===== config.mk =====
export PLATFORM = sky130hd
export DESIGN_NAME = cal_ctrl
export DESIGN_NICKNAME = d
export VERILOG_FILES = /design/src/design/cal_pkg.sv /design/src/design/cal_ctrl.sv
export SDC_FILE = /design/constraint.sdc
export NUM_CORES = 1
export LEC_CHECK = 0
export BUFFER_PORTS_ARGS = -buffer_cell sky130_fd_sc_hd__buf_2
export CAP_MARGIN = 20
export CELL_PAD_IN_SITES_DETAIL_PLACEMENT = 1
export CELL_PAD_IN_SITES_GLOBAL_PLACEMENT = 2
export CORE_MARGIN = 4
export CORE_UTILIZATION = 26
export CTS_CLUSTER_SIZE = 10
export DETAILED_ROUTE_END_ITERATION = 16
export HOLD_SLACK_MARGIN = 0.02
export PLACE_DENSITY_LB_ADDON = 0.05
export SLEW_MARGIN = 40
export SYNTH_ARGS = -nofsm -noshare
export SYNTH_HDL_FRONTEND = slang
export SYNTH_SLANG_ARGS = --single-unit
export TNS_END_PERCENT = 100

===== constraint.sdc =====
create_clock -name clock -period 6.1 [get_ports clock]
set_clock_uncertainty 0.2 [all_clocks]
set_input_delay 0.305 -clock clock [delete_from_list [all_inputs] [get_ports clock]]
set_output_delay 0.305 -clock clock [all_outputs]
set_load 0.02 [all_outputs]

===== src/design/cal_pkg.sv =====
// cal_pkg: shared types and constants for the cursor array list
// operation codes, cell shift commands and list status flags
// no dependencies
package cal_pkg;

   localparam int DataWidth  = 32;
   localparam int FieldWidth = 7;
   localparam logic [FieldWidth-1:0] CapacityReset = 7'd64;

   typedef enum logic [2:0] {
      OP_INS_BEFORE = 3'd0,
      OP_INS_AFTER  = 3'd1,
      OP_REMOVE     = 3'd2,
      OP_BEGIN      = 3'd3,
      OP_END        = 3'd4,
      OP_NEXT       = 3'd5,
      OP_PRIOR      = 3'd6,
      OP_CLEAR      = 3'd7
   } op_type;

   typedef enum logic [1:0] {
      SHIFT_HOLD   = 2'd0,
      SHIFT_INSERT = 2'd1,
      SHIFT_REMOVE = 2'd2
   } shift_mode_type;

   typedef struct packed {
      shift_mode_type               mode;
      logic signed [DataWidth-1:0]  value;
   } shift_cmd_type;

   typedef struct packed {
      logic empty;
      logic full;
   } list_status_type;

endpackage


===== src/design/cal_ctrl.sv =====
// cal_ctrl: count and cursor registers, request decode and shift command for the cells
// depends on cal_pkg
module cal_ctrl #(
   parameter int DEPTH = 64
) (
   input  logic                                   clock,
   input  logic                                   reset,
   input  logic                                   accept,
   input  cal_pkg::op_type                        operation,
   input  logic signed [cal_pkg::DataWidth-1:0]   value,
   input  logic [cal_pkg::FieldWidth-1:0]         capacity,
   output logic                                   success,
   output logic [$clog2(DEPTH)-1:0]               cursor,
   output logic [$clog2(DEPTH+1)-1:0]             count,
   output cal_pkg::list_status_type               status,
   output cal_pkg::shift_cmd_type                 cmd,
   output logic [$clog2(DEPTH)-1:0]               shift_pos
);
   import cal_pkg::*;

   localparam int IW = $clog2(DEPTH);
   localparam int CW = $clog2(DEPTH + 1);
   localparam int MW = (CW > FieldWidth) ? CW : FieldWidth;

   logic [IW-1:0] cursor_ff, cursor_in;
   logic [CW-1:0] count_ff, count_in;
   logic          empty, full, at_last, at_first;
   logic          ok;
   shift_cmd_type cmd_w;
   logic [IW-1:0] pos_w;

   assign empty    = (count_ff == '0);
   assign full     = (MW'(count_ff) >= MW'(capacity)) || (MW'(count_ff) >= MW'(DEPTH));
   assign at_last  = ((CW'(cursor_ff) + CW'(1)) == count_ff);
   assign at_first = (cursor_ff == '0);

   always_comb begin
      count_in    = count_ff;
      cursor_in   = cursor_ff;
      ok          = 1'b0;
      cmd_w.mode  = SHIFT_HOLD;
      cmd_w.value = value;
      pos_w       = cursor_ff;
      unique case (operation)
         OP_INS_BEFORE, OP_INS_AFTER: begin
            if (!full) begin
               ok         = 1'b1;
               count_in   = count_ff + CW'(1);
               cmd_w.mode = SHIFT_INSERT;
               if (empty) begin
                  pos_w     = '0;
                  cursor_in = '0;
               end else if (operation == OP_INS_AFTER) begin
                  pos_w     = cursor_ff + IW'(1);
                  cursor_in = cursor_ff + IW'(1);
               end
            end
         end
         OP_REMOVE: begin
            if (!empty) begin
               ok       = 1'b1;
               count_in = count_ff - CW'(1);
               // removing the tail element wraps the cursor to the front
               if (at_last) begin
                  cursor_in = '0;
               end else begin
                  cmd_w.mode = SHIFT_REMOVE;
               end
            end
         end
         OP_BEGIN: begin
            if (!empty && !at_first) begin
               ok        = 1'b1;
               cursor_in = '0;
            end
         end
         OP_END: begin
            if (!empty && !at_last) begin
               ok        = 1'b1;
               cursor_in = IW'(count_ff - CW'(1));
            end
         end
         OP_NEXT: begin
            if (!empty && !at_last) begin
               ok        = 1'b1;
               cursor_in = cursor_ff + IW'(1);
            end
         end
         OP_PRIOR: begin
            if (!empty && !at_first) begin
               ok        = 1'b1;
               cursor_in = cursor_ff - IW'(1);
            end
         end
         OP_CLEAR: begin
            ok        = 1'b1;
            count_in  = '0;
            cursor_in = '0;
         end
      endcase
      if (!accept) begin
         cmd_w.mode = SHIFT_HOLD;
      end
   end

   always_ff @(posedge clock) begin
      if (reset) begin
         count_ff  <= '0;
         cursor_ff <= '0;
      end else if (accept) begin
         count_ff  <= count_in;
         cursor_ff <= cursor_in;
      end
   end

   assign success      = ok;
   assign cursor       = cursor_ff;
   assign count        = count_ff;
   assign status.empty = empty;
   assign status.full  = full;
   assign cmd          = cmd_w;
   assign shift_pos    = pos_w;

endmodule


==> PnR_summary.wiki, run 1 <==
{| class="wikitable"
! Metric !! Value
|-
| Fmax || ~270 MHz
|-
| TritonCTS sink count || 13
|-
| Minimum clock period after layout || around 3.7 ns
|-
| CP Data Required Time || roughly 5.6 ns
|-
| Wire length of the first global-routing pass || ~12000 µm
|-
| Reported max-cap violation count || 0
|-
| Classification of the worst setup path || reg2out
|-
| Die X || 98.82 µm
|-
| Post-synthesis net count || roughly 360
|-
| Reg-to-Reg Start || count[0]
|-
| Half-perimeter wire length of the detailed placement result || around 5500 µm
|-
| Type of the most critical hold path || in2reg
|-
| Endpoint of the lowest-slack register-to-register path || count[3]
|-
| Number of warnings printed during yosys synthesis || 0
|-
| Post-Synthesis Mean Instance Area || about 7.0 µm²
|-
| Worst EP arrival || approximately 3.2 ns
|-
| Sum of routed wire length over all layers || 7462 µm
|-
| Final setup violation count || 0
|-
| DIE HEIGHT || between 90 and 100 µm
|-
| Pin count of the biggest net entering global routing || 26
|-
| Area added between synthesis and finish || -0.6420%
|-
| Final antenna-violating net count || 0
|-
| Setup repair after global routing missed its margin || false
|-
| Run status || finished clean
|-
| Register clock-pin slew on the reported worst setup and hold paths || approximately 0.080 ns
|-
| Critical path peak fanout || 13
|-
| Worst ir drop on vdd || approximately 0.000064 V
|-
| Core region area || just under 8000 µm²
|-
| Fraction of layout cells with a size suffix above 1 || 0.1655
|-
| Final-report hold violation count || 0
|-
| Least-Margin Pin Slew || roughly 0.76 ns
|-
| Async set-or-reset flop fraction in the synthesized netlist || 0
|-
| Final routed wire length divided by cell count || approximately 19 µm
|-
| Number of hold-repair buffers added at the cts stage || 0
|-
| Overall Global Routing Usage || 0.1537
|-
| Root Driver || clkbuf_8
|-
| Ports || 101
|-
| Register-to-Register Path Depth || 10
|-
| Overall via count from detail_route || around 2100
|-
| Worst slew slack as a fraction of its limit || 0.4897
|-
| Final count of pins violating max slew || 0
|-
| Iteration-0 DRC Markers || 97
|-
| Pwr dens || between 150 and 200 nW/µm²
|-
| Most instantiated flip-flop cell in the synthesis netlist || dfxtp_1
|-
| Sequential cell area fraction in the yosys report || 0.1214
|-
| Met1 usage || 0.2338
|-
| Routed via count divided by cell count || approximately 5.4
|-
| Buffer levels on the longest clock path || 2
|-
| Overflow left after global routing || 0
|-
| Vias in the first global route || approximately 2200
|-
| Routing usage on met2 || 0.2314
|-
| Final Total Pwr || approximately 0.00034 W
|-
| Kind of end point of the critical path || output pin
|-
| Initial Utilization || 0.2719
|-
| Antenna violations before repair || 0
|-
| Min-delay src || reset
|-
| # rows || 32
|-
| Sum of negative setup slack || 0 ns
|-
| Destination of the worst hold path || count[0]
|-
| Count of state elements after synthesis || 13
|-
| Fill count || 1010
|-
| Synthesized cell area || 2145 µm²
|-
| Startpoint type of the worst setup path || flip-flop
|-
| Gp weighted congestion || 0.7596
|-
| Number of synthesized flops with an enable pin || 0
|-
| Diode insertion count for antenna repair || 0
|-
| Number of instances on the worst hold path || 2
|-
| Internal reg-to-reg setup slack || about 2.7 ns
|-
| GRT Max-Usage Layer || met1
|-
| Number of unique standard cell types used by synthesis || roughly 50
|-
| Total Nets Final || about 350
|-
| Number of detailed-route iterations in the first pass || 4
|-
| Clock tree from TritonCTS || built
|-
| Leakage power summed over all cells || a little under 0.9 nW
|-
| Number of instances in the synthesized netlist || 306
|-
| Remaining routing DRC violations || 0
|-
| Area enclosed by the die boundary || between 9000 and 10000 µm²
|-
| Met3 Use GR || 0.02406
|-
| Number of buffers created by CTS || 3
|-
| Buffer count from post-CTS setup fixing || 0
|-
| Clock insertion delay at the later pin of the skew report || about 0.26 ns
|-
| Post-CTS Resized || 0
|-
| Period utilization || 0.6078
|-
| Port buffer count || 36
|-
| H-tree depth reported by CTS || 1
|}
[Yosys cell counts (4+ instances only)]
cell type / number / share of area
buf_4: 36 / 0.13
nor2_1: 28 / 0.049
nand2_1: 25 / 0.044
o21ai_0: 24 / 0.056
a21oi_1: 19 / 0.044
dfxtp_1: 13 / 0.12
inv_1: 13 / 0.023
ha_1: 12 / 0.070
nor3_1: 12 / 0.028
xnor2_1: 10 / 0.041
xor2_1: 10 / 0.041
buf_2: 8 / 0.019
clkbuf_1: 8 / 0.014
o311ai_0: 7 / 0.029
o22ai_1: 6 / 0.018
mux2i_1: 5 / 0.023
or3_1: 5 / 0.015
a21o_1: 4 / 0.014
a31oi_1: 4 / 0.012
nand2b_1: 4 / 0.012
nand3_1: 4 / 0.0093
nand4_1: 4 / 0.012
o31ai_1: 4 / 0.014
[registers in the layout, summed over array words and instances (netlist names)]
signal / flops
count: 7
cursor: 6
[how the worst max path moves through the flow]
stage,slack (ns),from,end,depth (start not counted)
global route,2.06,count[0],shift_pos[3],9
CTS,2.34,count[0],shift_pos[2],9
global placement,2.46,count[0],shift_pos[3],9
detailed placement,2.67,count[0],shift_pos[3],9
finish,2.39,count[0],shift_pos[2],9
floorplan,3.15,count[0],shift_pos[3],9
[routing by layer]
| layer | up-vias | wire (µm) |
|---|---|---|
| met4 | 0 | 25 |
| li1 | 1027 | - |
| met1 | 1047 | 3755 |
| met3 | 4 | 334 |
| met5 | - | 0 |
| met2 | 48 | 3347 |
[power breakdown]
part	leakage, nW	internal (W)	switching [W]
registers	0.106	0.0000890	0.0000168
logic	0.762	0.0000539	0.0000887
clock network	0.0255	0.0000454	0.0000417
[stage by stage]
stage | setup slack [ns] | std cells | hold WS [ns] | utilization | cell area [µm²]
final | 2.392 | 392 | 0.1818 | 0.2701 | 2131
after global routing | 2.056 | 392 | 0.1879 | 0.2701 | 2131
after CTS | 2.344 | 392 | 0.1789 | 0.2701 | 2131
after detailed placement | 2.673 | 388 | 0.4101 | 0.2643 | 2085
after global placement | 2.456 | 388 | 0.4101 | 0.2635 | 2078
after floorplan | 3.153 | 306 | 0.3608 | - | 2145
[area by class of cell]
cell class / instances / area, µm² / area share
timing repair buffer: 37 / 187.7 / 0.08808
clock buffer: 3 / 41.29 / 0.01938
clock inverter: 1 / 5.005 / 0.002349
sequential: 13 / 260.3 / 0.1221
inverter: 14 / 52.55 / 0.02466
multi-input combinational: 222 / 1456 / 0.6835
tap: 102 / 127.6 / 0.05989
[cells by family (layout without fill, tap and decap cells)]
| kind of cell | Yosys count | in the layout | synth area share |
|---|---|---|---|
| fa+ha+maj | 12 | 12 | 0.07001 |
| buf+inv | 71 | 55 | 0.2025 |
| simple gates | 92 | 92 | 0.2025 |
| mux | 6 | 6 | 0.03034 |
| xor+xnor | 21 | 21 | 0.09218 |
| flops | 13 | 13 | 0.1214 |
| compound gates | 91 | 91 | 0.2812 |
[placed cells by master, fill, tap and decap left out, types with 5 or more instances in the layout]
| master | n |
|---|---|
| o21ai_0 | 24 |
| or3_1 | 5 |
| buf_2 | 36 |
| a21oi_1 | 19 |
| nand2_1 | 25 |
| ha_1 | 12 |
| nor2_1 | 28 |
| mux2i_1 | 5 |
| xnor2_1 | 10 |
| o311ai_0 | 7 |
| xor2_1 | 10 |
| dfxtp_1 | 13 |
| inv_1 | 13 |
| nor3_1 | 12 |
| o22ai_1 | 6 |
[critical path: stages, from the launching register on]
cell and delay, ns:
dfxtp_1 0.61, inv_1 0.18, ha_1 0.30, nand2b_1 0.14, a31oi_1 0.25, o221ai_2 0.32
nor3_1 0.44, nand2b_1 0.23, o31ai_1 0.25, buf_2 0.21
(Power assumes the default switching activity.)
==> run 2, diff against run 1 <==
--- a/config.mk
+++ b/config.mk
@@ -10,7 +10,7 @@
 export CELL_PAD_IN_SITES_DETAIL_PLACEMENT = 1
 export CELL_PAD_IN_SITES_GLOBAL_PLACEMENT = 2
 export CORE_MARGIN = 4
-export CORE_UTILIZATION = 26
+export CORE_UTILIZATION = 24
 export CTS_CLUSTER_SIZE = 10
 export DETAILED_ROUTE_END_ITERATION = 16
 export HOLD_SLACK_MARGIN = 0.02
==> constraint.sdc (replaced) <==
create_clock -name clock -period 3.6 [get_ports clock]
set_clock_uncertainty 0.2 [all_clocks]
set_input_delay 0.18 -clock clock [delete_from_list [all_inputs] [get_ports clock]]
set_output_delay 0.18 -clock clock [all_outputs]
set_load 0.02 [all_outputs]
==> run 2 against run 1 <==
  * Setup slack worse by 2.1 ns
  * Sequential power is 57% higher
  * Total power is 73% higher
  * Critical path depth decreased by 2
  * Via count increased by 2.0%
  * Clock power up 69%
  * Non-clock buffer count grew 12
  * Sequential share of layout area shrank 0.50 points
  * Cell count up 4.6%
  * First-iteration DRC count shrank 5.2%
  * Die area is 7.6% higher
  * Core utilization fell by 1.5 points
  * Largest power group unchanged
  * Highest routed layer unchanged
==> PnR_summary.wiki, run 2 (synthesis gave the netlist of run 1 again) <==
{| class="wikitable"
! Metric !! Value
|-
| Worst-path cell chain || ha_1 -> a211oi_1 -> o221ai_1 -> nor3_1 -> nand2b_1 -> o31ai_1 -> buf_2
|-
| Worst EP arrival || between 2 and 3 ns
|-
| Pin count of the biggest net entering global routing || 26
|-
| Number of buffers created by CTS || 3
|-
| Worst ir drop on vdd || slightly above 0.0001 V
|-
| DIE HEIGHT || 102.5 µm
|-
| Fraction of layout cells with a size suffix above 1 || 0.1921
|-
| Reg-to-Reg Start || cursor[1]
|-
| Number of detailed-route iterations in the first pass || 4
|-
| Period utilization || 0.9080
|-
| Endpoint of the lowest-slack register-to-register path || cursor[1]
|-
| Sum of negative setup slack || 0 ns
|-
| CP Data Required Time || roughly 3.2 ns
|-
| Antenna violations before repair || 0
|-
| Half-perimeter wire length of the detailed placement result || ~6100 µm
|-
| Final setup violation count || 0
|-
| Core Util, Final || 0.2547
|-
| Clock insertion delay at the later pin of the skew report || around 0.25 ns
|-
| Gp weighted congestion || slightly below 0.8
|-
| Internal reg-to-reg setup slack || 0.36 ns
|-
| Clock tree from TritonCTS || built
|-
| Final antenna-violating net count || 0
|-
| Setup repair after global routing missed its margin || false
|-
| Final-report hold violation count || 0
|-
| Critical Path Source || count[6]
|-
| Root Driver || clkbuf_8
|-
| Fmax || around 310 MHz
|-
| Post-CTS Resized || 0
|-
| Startpoint type of the worst setup path || flip-flop
|-
| Post-route worst setup slack || approximately 0.33 ns
|-
| Overall via count from detail_route || roughly 2200
|-
| Total Nets Final || 360
|-
| Number of hold-repair buffers added at the cts stage || 0
|-
| Diode insertion count for antenna repair || 0
|-
| Iteration-0 DRC Markers || just over 90
|-
| Vias in the first global route || approximately 2200
|-
| Routed met3 length || approximately 340 µm
|-
| Overflow left after global routing || 0
|-
| H-tree depth reported by CTS || 1
|-
| Min-delay src || reset
|-
| Final count of pins violating max slew || 0
|-
| Register clock-pin slew on the reported worst setup and hold paths || about 0.070 ns
|-
| Sum of routed wire length over all layers || ~8000 µm
|-
| TritonCTS sink count || 13
|-
| Ports || between 100 and 150
|-
| Peak per-stage delay on the critical path || approximately 0.56 ns
|-
| Buffer count from post-CTS setup fixing || 0
|-
| Buffer levels on the longest clock path || 2
|-
| Classification of the worst setup path || reg2out
|-
| Routed via count divided by cell count || 5.290
|-
| Register-to-Register Path Depth || 9
|-
| Initial Utilization || 0.2459
|-
| Met2 wire length || about 3500 µm
|-
| Max FFs per register || 7
|-
| Worst slew slack as a fraction of its limit || 0.5474
|-
| Port buffer count || 36
|-
| Number of instances on the worst hold path || 2
|-
| Area enclosed by the die boundary || around 11000 µm²
|-
| Remaining routing DRC violations || 0
|-
| Wire length the detailed router placed on met1 || slightly above 4000 µm
|-
| # rows || 34
|-
| Endpoint of the worst setup timing path || shift_pos[3]
|-
| Leading cell types in the layout, fill and taps excluded || buf_2, nor2_1, nand2_1
|-
| Die X || between 100 and 150 µm
|-
| Highest routing layer actually used || met4
|-
| Worst-path cell with the longest stage delay || nor3_1
|-
| Overall Global Routing Usage || 0.1552
|-
| Minimum clock period after layout || about 3.3 ns
|-
| Critical path peak fanout || 7
|-
| Type of the most critical hold path || in2reg
|-
| Final routed wire length divided by cell count || around 19 µm
|-
| Wire length of the first global-routing pass || around 13000 µm
|-
| Core region area || around 8700 µm²
|-
| Most frequent standard cell in the layout excluding fill and tap cells || buf_2
|-
| Area added between synthesis and finish || 3.559%
|-
| Kind of end point of the critical path || output pin
|-
| Run status || finished clean
|-
| Pwr dens || 261.2 nW/µm²
|-
| Reported max-cap violation count || 0
|-
| Post-place setup slack || 0.3439 ns
|-
| Leakage power summed over all cells || roughly 0.95 nW
|-
| Least-Margin Pin Slew || approximately 0.67 ns
|}
run 2: critical path, delay by kind of cell, from the launching register on:
family                   cells  cell delay (ns)
AND/OR/NAND/NOR              2             0.86
flip-flops                   1             0.48
AO/OA/AOI/OAI                3             0.77
adder cells (fa/ha/maj)      1             0.32
buffers and inverters        1             0.21
run 2: cell type report:
cell class,instances,area [µm²]
multi-input cells,222,1450
inverters,14,52.55
well taps,108,135.1
flip-flops and latches,13,260.3
clock buffers,4,45.04
repair buffers,49,277.8
fillers,1082,6500
run 2: routing by layer:
metal,vias to the layer above,global-route usage
li1,1046,-
met1,1075,0.2396
met2,46,0.2339
met3,2,0.01827
met4,0,0.02321
met5,-,0
run 2: worst min path at each step:
stage                     to  slack [ns]
floorplan           count[1]        0.24
global placement     cmd[13]        0.16
detailed placement   cmd[13]        0.16
CTS                 count[3]        0.09
global route        count[1]        0.11
finish              count[1]        0.09
run 2: where the power goes:
part | internal (W) | switching, W | leakage, nW | total (W)
Sequential | 0.000151 | 0.0000154 | 0.106 | 0.000166
Combinational | 0.0000989 | 0.000168 | 0.826 | 0.000267
Clock | 0.0000785 | 0.0000686 | 0.0228 | 0.000147
Total | 0.000328 | 0.000252 | 0.954 | 0.000580
run 2: per-stage QoR:
stage | power [W] | std cells | hold WS, ns | cell area [µm²]
floorplan | 0.0004095 | 306 | 0.2358 | 2145
global route | 0.0006197 | 410 | 0.1125 | 2221
global placement | 0.0004425 | 406 | 0.1601 | 2176
CTS | 0.0005852 | 410 | 0.09231 | 2221
finish | 0.0005802 | 410 | 0.09189 | 2221
detailed placement | 0.0004366 | 406 | 0.1601 | 2176
