--- config.mk ---
export PLATFORM = sky130hd
export DESIGN_NAME = cal_cell
export DESIGN_NICKNAME = d
export VERILOG_FILES = /design/src/design/cal_pkg.sv /design/src/design/cal_cell.sv
export SDC_FILE = /design/constraint.sdc
export NUM_CORES = 1
export LEC_CHECK = 0
export ABC_AREA = 1
export BUFFER_PORTS_ARGS = -buffer_cell sky130_fd_sc_hd__buf_2
export CAP_MARGIN = 20
export CORE_AREA = 3 3 85 87
export DETAILED_ROUTE_END_ITERATION = 16
export DIE_AREA = 0 0 88 90
export PLACE_DENSITY_LB_ADDON = 0.2
export SLEW_MARGIN = 30
export SYNTH_ARGS = -nofsm -noshare
export SYNTH_HDL_FRONTEND = slang
export SYNTH_SLANG_ARGS = --single-unit
--- constraint.sdc ---
create_clock -name clock -period 3.15 [get_ports clock]
set_input_delay 0.4725 -clock clock [delete_from_list [all_inputs] [get_ports clock]]
set_output_delay 0.4725 -clock clock [all_outputs]
set_load 0.03 [all_outputs]
--- src/design/cal_pkg.sv ---
// cal_pkg: shared types and constants for the cursor array list
// operation codes, cell shift commands and list status flags
// no dependencies
package cal_pkg;

   localparam int DataWidth  = 32;
   localparam int FieldWidth = 7;
   localparam logic [FieldWidth-1:0] CapacityReset = 7'd64;

   typedef enum logic [2:0] {
      OP_INS_BEFORE = 3'd0,
      OP_INS_AFTER  = 3'd1,
      OP_REMOVE     = 3'd2,
      OP_BEGIN      = 3'd3,
      OP_END        = 3'd4,
      OP_NEXT       = 3'd5,
      OP_PRIOR      = 3'd6,
      OP_CLEAR      = 3'd7
   } op_type;

   typedef enum logic [1:0] {
      SHIFT_HOLD   = 2'd0,
      SHIFT_INSERT = 2'd1,
      SHIFT_REMOVE = 2'd2
   } shift_mode_type;

   typedef struct packed {
      shift_mode_type               mode;
      logic signed [DataWidth-1:0]  value;
   } shift_cmd_type;

   typedef struct packed {
      logic empty;
      logic full;
   } list_status_type;

endpackage

--- src/design/cal_cell.sv ---
// cal_cell: one entry of the list, shifts with its neighbors on insert and remove
// and drives its value onto the read bus when it sits under the cursor
// depends on cal_pkg
module cal_cell #(
   parameter int DEPTH = 64,
   parameter int INDEX = 0
) (
   input  logic                                  clock,
   input  cal_pkg::shift_cmd_type                cmd,
   input  logic [$clog2(DEPTH)-1:0]              shift_pos,
   input  logic signed [cal_pkg::DataWidth-1:0]  left_data,
   input  logic signed [cal_pkg::DataWidth-1:0]  right_data,
   input  logic [$clog2(DEPTH)-1:0]              cursor,
   input  logic                                  empty,
   output logic signed [cal_pkg::DataWidth-1:0]  data,
   output logic signed [cal_pkg::DataWidth-1:0]  tap
);
   import cal_pkg::*;

   localparam int IW = $clog2(DEPTH);
   localparam logic [IW-1:0] Slot = IW'(INDEX);

   logic signed [DataWidth-1:0] data_ff;
   logic signed [DataWidth-1:0] data_in;

   always_comb begin
      data_in = data_ff;
      unique case (cmd.mode)
         SHIFT_INSERT: begin
            if (Slot == shift_pos) begin
               data_in = cmd.value;
            end else if (Slot > shift_pos) begin
               data_in = left_data;
            end
         end
         SHIFT_REMOVE: begin
            if (Slot >= shift_pos) begin
               data_in = right_data;
            end
         end
         default: begin
            data_in = data_ff;
         end
      endcase
   end

   always_ff @(posedge clock) begin
      data_ff <= data_in;
   end

   assign data = data_ff;
   assign tap  = (!empty && cursor == Slot) ? data_ff : '0;

endmodule

==> impl_results.md, run 1 <==
* Run status: finished clean
* Vert. Die Dim at 90 um
* Routed WL per cell at 12.2 um
* Post-Syn Area at 2380 um^2
* Fin crit period at 1900 ps
* Die width at 88 um
* Count leader, synth: inv_1
* Max-cap violation count at 0
* Sink Count at 32
* Setup-failing EPs final at 0
* Num rows at 29
* Largest net degree at the start of global routing at 34
* Ant diodes at 0
* Dpl ws at 1070 ps
* Worst-path maximum fanout at 32
* Via/cell ratio at 4.48
* Initial DRC Count at 113
* Vias in the first global route at 2370
* Clk buf depth at 2
* Normalized max-slew margin at 0.635
* Leakage at 2.15 nW
* I/O Pins at 176
* Multi-input logic area at 950 um^2
* Overall Power at 1.22 mW
* Crit path kind: in2out
* WP data required at 2680 ps
* Setup TNS at 0 ps
* Hold WC Path Type: in2reg
* Post-DP Area at 3310 um^2
* Dominant cells by area after synthesis: edfxtp_1 40%, inv_1 16%, nand2_1 15%
* Synth Net Count at 471
* Synth cell count leaders: 99 x inv_1, 96 x nand2_1, 34 x nor2_1
* Fmax at 527 MHz
* Max reg flops at 32
* Final Hold Fails at 0
* Crit path top cell by count: buf_2
* #FFs+latches synth at 32
* IO buf count at 175
* Initial antenna violation count at 0
* Core area at 6420 um^2
* Final instance area at 3380 um^2
* Least-Margin Pin Slew at 547 ps
* CTS Root Cell: clkbuf_8
* GP Congestion at 0.742
* Synth async-reset ratio at 0
* Post-synth top flop: edfxtp_1
* Inst Count DP at 594
* Drt pass-1 iters at 4
* Register Area at 961 um^2
* EDFF count, synth at 32
* GR Overflow Total at 0
* Number of CTS-inserted buffers at 5
* Setup crit end kind: output pin
* H-tree Lvls at 2
* Area share of the largest cell type after synthesis at 0.404
* First-pass GRT wire length at 11.2 mm
* GR Util All Layers at 0.177
* Setup repair after global routing missed its margin: false
* DRC violation count after routing at 0
* Final Util at 0.526
* Non-Filler Instances at 599
* Worst VDD drop at 0.000163 V
* Post-DP HPWL at 5.45 mm
* Mapped Cells at 357
* Final net count at 638
* Worst-path clk slew at 60 ps
* Pwr per Cell Area at 361 nW/um^2
* WP data arrival at 1420 ps
* Post-synth cell types at 14
* Initial core utilization at 0.370
* CTS tree: done
* Die ar. at 7920 um^2
* Crit-path cells: buf_2, nor3_1, nand3_1, buf_4, nor2_1, buf_2
* Yosys warnings at 0
* Max-slew violation count at 0
* Tcrit/Tclk final at 0.602
* Slowest CP cell: buf_4
* Number of hold buffers added after cts at 0
* Final hold slack at 466 ps
* Layout fillers at 683
* Fin worst setup slack at 1250 ps
* CTS resizes at 0
* Sequential area share after synthesis at 0.404
* Syn avg cell area at 6.66 um^2
* Post-CTS setup buffer count at 0
* Final WL at 7.31 mm
* CP max stage delay at 240 ps
* Remaining antenna violation count at 0
* Proportion of layout cells with a drive suffix above 1 at 0.372
* Vias at 2684
* Post-synth top area cell: edfxtp_1
* Startpoint class of the critical path: primary input
* Area growth, synth to finish at 42.0%
## cell families (layout without fill, tap and decap cells)
kind of cell / count (synthesis) / in the layout / synth area share
flip-flops: 32 / 32 / 0.404
buffers and inverters: 121 / 286 / 0.201
AO/OA/AOI/OAI: 1 / 1 / 0.00210
AND/OR/NAND/NOR: 201 / 201 / 0.382
adder cells (fa/ha/maj): 2 / 2 / 0.0105
## critical path, delay by kind of cell
family / cells / cell delay (ps)
buffers and inverters: 3 / 540
AND/OR/NAND/NOR: 3 / 380
## layer usage
metal / GRT usage / part of all wire / vias to the layer above
li1: - / - / 1419
met1: 0.225 / 0.41 / 1112
met2: 0.298 / 0.49 / 145
met3: 0.0402 / 0.089 / 8
met4: 0.0473 / 0.010 / 0
met5: 0 / 0 / -
## where the power goes
| group | internal [mW] | leakage, nW | switching [mW] |
|---|---|---|---|
| clock | 0.142 | 0.0359 | 0.130 |
| sequential | 0.537 | 0.299 | 0.0289 |
| combinational | 0.130 | 1.82 | 0.250 |
## path summary, 6_finish.rpt
kind / depth (start not counted) / start / to
worst min-delay path: 3 / right_data[13] / data[13]$_DFFE_PP_
worst max-delay path: 6 / cursor[0] / tap[22]
## layout by cell type (no fill, tap or decap)
cell and count:
or2_2 1, nand3_1 33, nand2_1 96, edfxtp_1 32, clkbuf_8 5, buf_4 7
nand3_2 1, nand4_1 32, nor2_1 34, inv_1 98, nor3_1 1, buf_2 175
nor2_4 3, inv_2 1, ha_1 2, a21oi_4 1
## area by class of cell
cell class                 instances  area share
sequential                        32       0.285
clock buffer                       5      0.0204
timing repair buffer             182       0.275
multi-input combinational        204       0.281
inverter                          99       0.110
tap                               77      0.0285
No activity file was read; power rests on OpenSTA's default activity.
==> inputs of run 2 (changes only) <==
CORE_AREA = 3 3 81 83   (was 3 3 85 87)
DIE_AREA = 0 0 84 86   (was 0 0 88 90)
clock period = 1.76 ns   (was 3.15 ns; I/O delays follow)
==> impl_results.md, run 2 (synthesis gave the netlist of run 1 again) <==
* Run status: finished clean (unchanged)
* Worst VDD drop at 0.000315 V (was 0.000163 V)
* Tcrit/Tclk final at 0.855
* Inst Count DP at 599 (was 594)
* Hold WC Path Type: in2reg (unchanged)
* Final WL at 7.51 mm (was 7.31 mm)
* Met1 Use GR at 0.244 (was 0.225)
* Number of CTS-inserted buffers at 5 (unchanged)
* Setup-failing EPs final at 0 (unchanged)
* Worst-path clk slew at 70 ps (was 60 ps)
* GR met2 Demand/Resource at 0.355 (was 0.298)
* Leakage at 2.21 nW (was 2.15 nW)
* Worst-path maximum fanout at 32 (unchanged)
* Non-Filler Instances at 607 (was 599)
* DRC violation count after routing at 0 (unchanged)
* Initial core utilization at 0.402 (was 0.370)
* CTS resizes at 0 (unchanged)
* Final Hold Fails at 0 (unchanged)
* Max-cap violation count at 0 (unchanged)
* Initial antenna violation count at 0 (unchanged)
* Crit path kind: in2out (unchanged)
* Fin crit period at 1500 ps
* Slowest CP cell: buf_4 (unchanged)
* CP max stage delay at 250 ps (was 240 ps)
* Max reg flops at 32 (unchanged)
* Initial DRC Count at 177 (was 113)
* Normalized max-slew margin at 0.763 (was 0.635)
* Setup TNS at 0 ps (unchanged)
* Die width at 84 um (was 88 um)
* Proportion of layout cells with a drive suffix above 1 at 0.383 (was 0.372)
* Core area at 5920 um^2 (was 6420 um^2)
* Least-Margin Pin Slew at 355 ps (was 547 ps)
* Worst hold start: right_data[29] (was right_data[13])
* Met3 usage at 0.0461 (was 0.0402)
* Startpoint class of the critical path: primary input (unchanged)
* Number of hold buffers added after cts at 0 (unchanged)
* Area growth, synth to finish at 46.9% (was 42.0%)
* GR Util All Layers at 0.198 (was 0.177)
* First-pass GRT wire length at 11.6 mm (was 11.2 mm)
* Crit-path cells: buf_2, nor3_1, nand3_1, buf_4, nor2_1, buf_2 (unchanged)
* Post-DP HPWL at 5.88 mm (was 5.45 mm)
* GR peak layer: met2 (unchanged)
* Worst setup path start: cursor[0] (unchanged)
* GR Overflow Total at 0 (unchanged)
* CTS Root Cell: clkbuf_8 (unchanged)
* Final net count at 645 (was 638)
* Clk buf depth at 2 (unchanged)
* Via/cell ratio at 4.59 (was 4.48)
* IO buf count at 175 (unchanged)
* GP Congestion at 0.868 (was 0.742)
* Routed WL per cell at 12.4 um (was 12.2 um)
* Overall Power at 2.40 mW (was 1.22 mW)
* WP data arrival at 1240 ps (was 1420 ps)
* Largest net degree at the start of global routing at 33 (was 34)
* Most frequent cells in the layout: 175 x buf_2, 98 x inv_1, 96 x nand2_1, 34 x nor2_1, 33 x nand3_1 (unchanged)
* Setup crit end kind: output pin (unchanged)
* Crit path top cell by count: buf_2 (unchanged)
* Vert. Die Dim at 86 um (was 90 um)
* H-tree Lvls at 2 (unchanged)
* Ant diodes at 0 (unchanged)
* Vias in the first global route at 2528 (was 2370)
* Most common cell after layout, fill and taps aside: buf_2 (unchanged)
* Fmax at 665 MHz
* Drt pass-1 iters at 4 (unchanged)
* Pwr per Cell Area at 688 nW/um^2 (was 361 nW/um^2)
* Sink Count at 32 (unchanged)
* I/O Pins at 176 (unchanged)
* CTS tree: done (unchanged)
* Post-CTS setup buffer count at 0 (unchanged)
* Die ar. at 7220 um^2 (was 7920 um^2)
* Remaining antenna violation count at 0 (unchanged)
* Setup repair after global routing missed its margin: false (unchanged)
* Max-slew violation count at 0 (unchanged)
* Vias at 2788 (was 2684)
* Num rows at 28 (was 29)
* WP data required at 1500 ps (was 2680 ps)
[run 2: per-layer routing]
metal,vias to the layer above,routed length [um]
li1,1433,-
met1,1205,2860
met2,146,3840
met3,4,770
met4,0,34
met5,-,0
[run 2: layout make-up]
type / instances / area (um^2)
flip-flops and latches: 32 / 961
clock buffers: 6 / 72.6
multi-input cells: 204 / 965
repair buffers: 189 / 993
fillers: 584 / 2430
inverters: 99 / 372
well taps: 75 / 93.8
clock inverters: 2 / 35.0
[run 2: worst paths after layout]
path / end / slack [ps] / depth (start not counted)
worst max-delay path: tap[22] / 260 / 6
worst min-delay path: data[29]$_DFFE_PP_ / 260 / 3
[run 2: worst max-delay path: cells and delay by family]
family / cells / cell delay (ps)
buf+inv: 3 / 560
simple gates: 3 / 410
[run 2: through the flow]
step                cell area, um^2  hold WS [ps]  worst slack (ps)  utilization
floorplan                      2410           446              4.42            -
global placement               3380           535               237        0.572
detailed placement             3380           539               221        0.572
CTS                            3490           244               235        0.590
global route                   3490           245              96.6        0.590
finish                         3490           258               255        0.590
[run 2: power breakdown]
group | total, mW | internal [mW] | switching (mW)
combinational | 0.708 | 0.251 | 0.457
clock | 0.681 | 0.420 | 0.261
sequential | 1.01 | 0.961 | 0.0520
total | 2.40 | 1.63 | 0.770
==> inputs of run 3 (changes only) <==
SETUP_SLACK_MARGIN = 0.5   (was default)
==> impl_results.md, run 3 (synthesis gave the netlist of run 1 again) <==
* Dpl ws at 193 ps (was 221 ps)
* Remaining antenna violation count at 0 (unchanged)
* Routed WL per cell at 13.8 um (was 12.4 um)
* Vias at 2880 (was 2788)
* Clk network pwr share at 0.273 (was 0.284)
* Sink Count at 32 (unchanged)
* Tcrit/Tclk final at 0.856 (was 0.855)
* Core area at 5920 um^2 (unchanged)
* Slowest CP cell: clkbuf_16 (was buf_4)
* WP data arrival at 1240 ps (about the same)
* Hold WC Path Type: in2reg (unchanged)
* Clk buf depth at 2 (unchanged)
* WP data required at 1500 ps (about the same)
* Fin worst setup slack at 253 ps (was 255 ps)
* Die width at 84 um (unchanged)
* Max-slew violation count at 0 (unchanged)
* Hold path cells at 3 (unchanged)
* Leakage at 2.30 nW (was 2.21 nW)
* Proportion of layout cells with a drive suffix above 1 at 0.453 (was 0.383)
* Setup repair after global routing missed its margin: true (was false)
* GR Overflow Total at 0 (unchanged)
* Final Hold Fails at 0 (unchanged)
* Layout fillers at 488 (was 584)
* Via/cell ratio at 4.71 (was 4.59)
* Run status: finished clean (unchanged)
* Final WL at 8.46 mm (was 7.51 mm)
* Most common cell after layout, fill and taps aside: buf_2 (unchanged)
* DRC violation count after routing at 0 (unchanged)
* GR met2 Demand/Resource at 0.360 (was 0.355)
* Inst Count DP at 599 (unchanged)
* Register Area at 961 um^2 (unchanged)
* Crit path kind: in2out (unchanged)
* Number of CTS-inserted buffers at 5 (unchanged)
* Worst-path clk slew at 70 ps (about the same)
* Initial antenna violation count at 0 (unchanged)
* Crit-path cells: buf_8, nor3_4, nand3_4, clkbuf_16, nor2_4, buf_6 (was buf_2, nor3_1, nand3_1, buf_4, nor2_1, buf_2)
* Area growth, synth to finish at 72.9% (was 46.9%)
* CTS tree: done (unchanged)
* Ant diodes at 0 (unchanged)
* GR Util All Layers at 0.206 (was 0.198)
* Final Util at 0.694 (was 0.590)
* Multi-input logic area at 1220 um^2 (was 965 um^2)
* Non-Filler Instances at 612 (was 607)
* Reg power frac at 0.406 (was 0.422)
* Initial core utilization at 0.402 (unchanged)
* CP max stage delay at 240 ps (was 250 ps)
* Setup-failing EPs final at 0 (unchanged)
* IO buf count at 175 (unchanged)
* GR peak layer: met2 (unchanged)
* Num rows at 28 (unchanged)
* Met3 usage at 0.0432 (was 0.0461)
* Largest net degree at the start of global routing at 33 (unchanged)
* Vias in the first global route at 2496 (was 2528)
* I/O Pins at 176 (unchanged)
* Net Switching at 0.842 mW (was 0.770 mW)
* Worst Path Buf+Inv at 3 (unchanged)
* Met1 Use GR at 0.259 (was 0.244)
* Setup crit end kind: output pin (unchanged)
* Power share of the combinational group at 0.321 (was 0.295)
* H-tree Lvls at 2 (unchanged)
* P_int at 1.65 mW (was 1.63 mW)
* Number of hold buffers added after cts at 0 (unchanged)
* First-pass GRT wire length at 12.0 mm (was 11.6 mm)
* Drt pass-1 iters at 4 (unchanged)
* Worst hold endpoint: data[3]$_DFFE_PP_ (was data[29]$_DFFE_PP_)
* Least-Margin Pin Slew at 237 ps (was 355 ps)
* Crit path max-delay family: simple AND/OR/NAND/NOR gates (was buffers and inverters)
* Worst-path maximum fanout at 8 (was 32)
* Fin crit period at 1510 ps (was 1500 ps)
* Normalized max-slew margin at 0.842 (was 0.763)
* Die ar. at 7220 um^2 (unchanged)
* Startpoint class of the critical path: primary input (unchanged)
* GP Congestion at 0.845 (was 0.868)
* Max-cap violation count at 0 (unchanged)
* CTS Root Cell: clkbuf_8 (unchanged)
* Pwr per Cell Area at 607 nW/um^2 (was 688 nW/um^2)
* Worst VDD drop at 0.000366 V (was 0.000315 V)
* Most frequent cells in the layout: 141 x buf_2, 97 x inv_1, 96 x nand2_1, 34 x nor2_4 (was 175 x buf_2, 98 x inv_1, 96 x nand2_1, 34 x nor2_1, 33 x nand3_1)
* Worst hold start: right_data[3] (was right_data[29])
* Fmax at 664 MHz (was 665 MHz)
* Final net count at 650 (was 645)
* Vert. Die Dim at 86 um (unchanged)
* Switch share at 0.337 (was 0.321)
* Post-DP HPWL at 6.13 mm (was 5.88 mm)
* Initial DRC Count at 152 (was 177)
* Setup TNS at 0 ps (unchanged)
* Max reg flops at 32 (unchanged)
-- run 3: changes by cell type in the layout (fill, tap and decap cells not counted), moves of 2 or more --
cell	change
buf_6	+32
buf_8	+2
buf_2	-34
nor2_1	-32
buf_12	+3
clkinv_1	+2
clkbuf_16	+2
nor2_4	+31
-- run 3: power groups by stage --
stage                     clock network, mW  registers [mW]  logic, mW
final                                 0.681            1.01      0.802
after global routing                  0.722            1.03      0.870
after CTS                             0.700            1.01      0.776
after detailed placement                  0            1.03      0.776
after global placement                    0            1.03      0.764
after floorplan                           0            1.21      0.286
-- run 3: metrics by stage --
| step | hold WS, ps | power [mW] | area (um^2) |
|---|---|---|---|
| 2_1_floorplan | 446 | 1.50 | 2670 |
| 3_3_place_gp | 531 | 1.79 | 3660 |
| 3_5_place_dp | 541 | 1.80 | 3660 |
| 4_1_cts | 239 | 2.49 | 3770 |
| 5_1_grt | 245 | 2.62 | 4110 |
| 6_report | 253 | 2.50 | 4110 |
-- run 3: worst max-delay path by stage --
| stage | start | end | slack, ps | cells past startpoint |
|---|---|---|---|---|
| floorplan | cmd[32] | data[0]$_DFFE_PP_ | 20 | 5 |
| global placement | cmd[32] | data[20]$_DFFE_PP_ | 210 | 5 |
| detailed placement | cmd[32] | data[13]$_DFFE_PP_ | 190 | 5 |
| CTS | cursor[0] | tap[0] | 220 | 6 |
| global route | cursor[4] | tap[14] | 190 | 6 |
| finish | cursor[4] | tap[14] | 250 | 6 |
-- run 3: layer usage --
| metal | routed length [um] | part of all wire |
|---|---|---|
| met5 | 0 | 0 |
| met4 | 146 | 0.017 |
| met3 | 678 | 0.080 |
| met2 | 4540 | 0.54 |
| met1 | 3100 | 0.37 |
-- run 3: final cells by class --
| class | count | area share |
|---|---|---|
| Timing Repair Buffer | 194 | 0.327 |
| Multi-Input combinational cell | 204 | 0.298 |
| Sequential cell | 32 | 0.234 |
| Inverter | 99 | 0.0931 |
| Tap cell | 75 | 0.0228 |
| Clock buffer | 5 | 0.0167 |
| Clock inverter | 3 | 0.00913 |
-- run 3: what timing repair did --
action	4_1_cts	5_1_grt
endpoints found under the hold margin	0	0
gates resized for setup	0	109
cloned	0	3
pin swaps	0	11
buffers inserted	0	2
endpoints found under the setup margin	32	53
